--- src/sv/snfd_ram.sv ---
module snfd_ram #(
    parameter int WIDTH = 8,
    parameter int DEPTH = 256
) (
    input  logic                     clk,
    input  logic                     we,
    input  logic [$clog2(DEPTH)-1:0] waddr,
    input  logic [WIDTH-1:0]         wdata,
    input  logic [$clog2(DEPTH)-1:0] raddr,
    output logic [WIDTH-1:0]         rdata
);

    logic [WIDTH-1:0] mem [DEPTH];

    always_ff @(posedge clk)
    begin
        if (we)
        begin
            mem[waddr] <= wdata;
        end
        rdata <= mem[raddr];
    end

endmodule

--- config.mk ---
export PLATFORM = sky130hd
export DESIGN_NAME = snfd_ram
export DESIGN_NICKNAME = d
export VERILOG_FILES = /design/src/sv/snfd_ram.sv
export SDC_FILE = /design/constraint.sdc
export NUM_CORES = 2
export LEC_CHECK = 0
export BUFFER_PORTS_ARGS = -buffer_cell sky130_fd_sc_hd__buf_2
export CELL_PAD_IN_SITES_DETAIL_PLACEMENT = 0
export CELL_PAD_IN_SITES_GLOBAL_PLACEMENT = 1
export CORE_UTILIZATION = 40
export DETAILED_ROUTE_END_ITERATION = 16
export PLACE_DENSITY_LB_ADDON = 0.1
export SETUP_SLACK_MARGIN = 0.15
export SKIP_LAST_GASP = 1
export SYNTH_ARGS = -nofsm -noshare
export SYNTH_HDL_FRONTEND = slang
export SYNTH_SLANG_ARGS = --single-unit
--- constraint.sdc ---
create_clock -name clk -period 2.4 [get_ports clk]
set_clock_uncertainty 0.15 [all_clocks]
set_input_delay 0.36 -clock clk [delete_from_list [all_inputs] [get_ports clk]]
set_output_delay 0.36 -clock clk [all_outputs]
set_load 0.1 [all_outputs]
==> metrics.md <==
| Metric | Value |
|---|---|
| Outcome | `finished, violations left` |
| Failing checks | `negative setup slack` |
| Syn avg cell area | `roughly 21 sq um` |
| Worst path slowest cell | `mux4_2` |
| Relative slew slack | `0.489` |
| Post-synthesis adder-cell area fraction | `0` |
| CTS HTree Levels | `4` |
| Remaining DRCs | `0` |
| Core area | `approximately 200000 sq um` |
| Tot GR Track Use | `0.221` |
| Post-route total power | `between 70 and 80 mW` |
| Yosys top cell area share | `0.773` |
| Commonest cells after routing, fill and taps aside | `edfxtp_1 (2048), buf_4 (698), mux4_2 (455)` |
| Worst slew pin tran | `0.766 ns` |
| Fin crit period | `approximately 2.5 ns` |
| Final WL | `220000 um` |
| Multi-input logic area | `16900 sq um` |
| Worst setup SP type | `register` |
| Clk sink count | `2056` |
| DR pass1 iterations | `5` |
| Top cell family by delay on the critical path | `multiplexers` |
| CP Data Arrival Time | `roughly 3.1 ns` |
| Final Wtd Congestion | `0.838` |
| Leakage power | `roughly 31 nW` |
| Clk_lat worst skew | `about 0.85 ns` |
| Tightest Hold Check Type | `primary input to register` |
| Post-Synth XOR/XNOR Area | `0` |
| Worst path bufs/invs | `2` |
| Fraction of the mapped netlist area in compound gates | `0.0342` |
| WL/cell | `a little under 30 um` |
| Post-detail-place hpwl | `146000 um` |
| Critical path class | `register to register` |
| Worst slack, placed | `-1.22 ns` |
| Hold Vio Cnt, Final | `0` |
| Initial DRC Count | `4054` |
| Detail Route Antenna Nets | `0` |
| Port buffer count | `33` |
| Worst VDD drop | `0.598 mV` |
| Die span in x | `~450 um` |
| Io pins | `34` |
| # fillers | `about 16k` |
| Largest family of logic cells by synthesized area | `multiplexers` |
| Hold Worst Slack | `between 0.07 and 0.08 ns` |
| Max clock buf depth | `3` |
| Crit path required time | `3.00 ns` |
| NumNets Final | `~4.6k` |
| Fin cells | `around 7.4k` |
| CTS buffer count | `around 220` |
| Largest net degree at the start of global routing | `101` |
| Final setup viols | `3` |
| Fmax | `about 0.39 GHz` |
| Net count after synthesis | `around 3.8k` |
| Post-synthesis register bit count | `roughly 2k` |
| Ys flop type | `edfxtp_1` |
| PD cells | `between 700 and 800 nW/um^2` |
| Clock transition at the registers of the reported paths | `0.06 ns` |
| Die height | `roughly 450 um` |
| Synth unique cells | `55` |
| MaxCap Viol Count | `0` |
| Register area share after synthesis | `0.775` |
| Final instance area | `96200 sq um` |
| Biggest cell delay along the critical path | `0.53 ns` |
| Die area | `between 200000 and 250000 sq um` |
| Grt ovf | `0` |
| Placed Cells | `around 7.0k` |
| Setup WS post-layout | `-0.135 ns` |
| Synth warn | `0` |
| Placed instance area | `88900 sq um` |
| Synth Area in Simple Gates | `0.0263` |
| First-pass GRT wire length | `slightly above 300000 um` |
| Register area | `between 60000 and 70000 sq um` |
| Initial core utilization | `0.403` |
| Post-synthesis cell count | `about 3.7k` |
| Post-synthesis cell area | `about 80000 sq um` |
| CP cell instances | `mux4_2, mux4_2, nor2_4, a2111oi_2, buf_4, nor3_4, nor4_2, buf_4` |
| Initial antenna violation count | `14` |
| Vias in the first global route | `between 40k and 50k` |
| Crit-path max FO | `1` |
| Period utilisation layout | `1.06` |
| Cell Rows | `163` |
| Slew Viols, Final | `0` |
| RSZ-0062 raised after global routing | `true` |
| Post-synthesis mux area share | `0.146` |
| Crit end category | `register` |
| Layout cells sized above 1 | `0.350` |
| Asr flop ratio synth | `0` |
| CTS tree | `yes` |
| Largest cells by area after synthesis | `edfxtp_1 (77%), mux4_2 (13%), mux2i_1 (1.7%), nor2_1 (1.3%), a22oi_1 (1.3%)` |
| DR vias/cell | `between 5 and 6` |
| Commonest non-fill, non-tap cell in the layout | `edfxtp_1` |
| Clock root cell | `clkbuf_16` |
| Yosys top cell by area | `edfxtp_1` |
| EDFF count, synth | `2048` |
| Vias post-DR | `between 40k and 50k` |
| Synth-to-Final Area Change | `20.9%` |
-- cells in the mapped netlist, types with 10 or more instances --
cell	n
edfxtp_1	2048
buf_1	22
nand3_1	34
o21ai_0	10
o211ai_1	10
a21oi_1	96
mux4_2	454
nor3_1	22
o221ai_1	46
mux2i_1	134
buf_2	31
nor2b_1	31
o22ai_1	28
buf_4	27
buf_6	21
a211oi_1	16
nor4_1	24
a22oi_1	133
nand4_1	10
buf_8	13
nor2_1	282
clkbuf_1	111
nand2_1	33
a221oi_1	13
-- flip-flops by register name, indices dropped and copies added (netlist names) --
signal and flops:
rdata 8, mem 2048
-- cell families after synthesis --
logic type,after synthesis
DFF,2056
buffers and inverters,235
and+or+nand+nor,466
muxes,591
AOI/OAI and AO/OA,385
-- stage by stage --
stage,setup TNS (ns),utilization
after detailed placement,-7.98,0.450
after floorplan,0,-
after global placement,-7.99,0.450
after global routing,-0.565,0.487
after CTS,-0.624,0.486
final,-0.228,0.487
-- final cells by class --
cell class              count  area share
clock inverters           124     0.00982
inverters                   2   0.0000781
well taps                2640      0.0343
repair buffers            835      0.0792
multi-input cells        1442       0.176
flip-flops and latches   2056       0.641
clock buffers             278      0.0593
diodes                      3   0.0000781
-- layer usage --
metal,up-vias,share of wire,track usage
met5,-,0,0
met4,0,0.020,0.0495
met3,258,0.055,0.0334
met2,1149,0.48,0.356
met1,21700,0.44,0.317
li1,17400,-,-
-- worst paths after layout --
kind | cells past startpoint | startpoint | slack (ns) | to
worst max-delay path | 8 | mem[137][2]$_DFFE_PP_ | -0.14 | rdata[2]$_DFF_P_
worst min-delay path | 4 | waddr[4] | 0.07 | mem[47][6]$_DFFE_PP_
worst max register to register | 8 | mem[137][2]$_DFFE_PP_ | -0.14 | rdata[2]$_DFF_P_
worst min register to register | 5 | mem[200][5]$_DFFE_PP_ | 0.97 | rdata[5]$_DFF_P_
-- worst reg2reg max path: cells and delay by family (launching register included) --
kind / cells / cell delay (ns)
muxes: 2 / 0.99
DFF: 1 / 0.42
buffers and inverters: 2 / 0.32
AOI/OAI and AO/OA: 1 / 0.07
and+or+nand+nor: 3 / 0.47
-- power by group --
group          internal (mW)  switching [mW]
logic                   1.87            2.80
clock network           17.8            13.9
registers               39.6          0.0948
total                   59.3            16.8
-- repair_timing --
item | 4_1_cts | 5_1_grt
endpoints found under the setup margin | 16 | 8
hold buffers | 8 | 0
cloned | 2 | 0
gates resized for setup | 55 | 26
hold endpoints to repair | 808 | 0
buffers inserted | 2 | 0
pin swaps | 12 | 10
(Power assumes the default switching activity.)
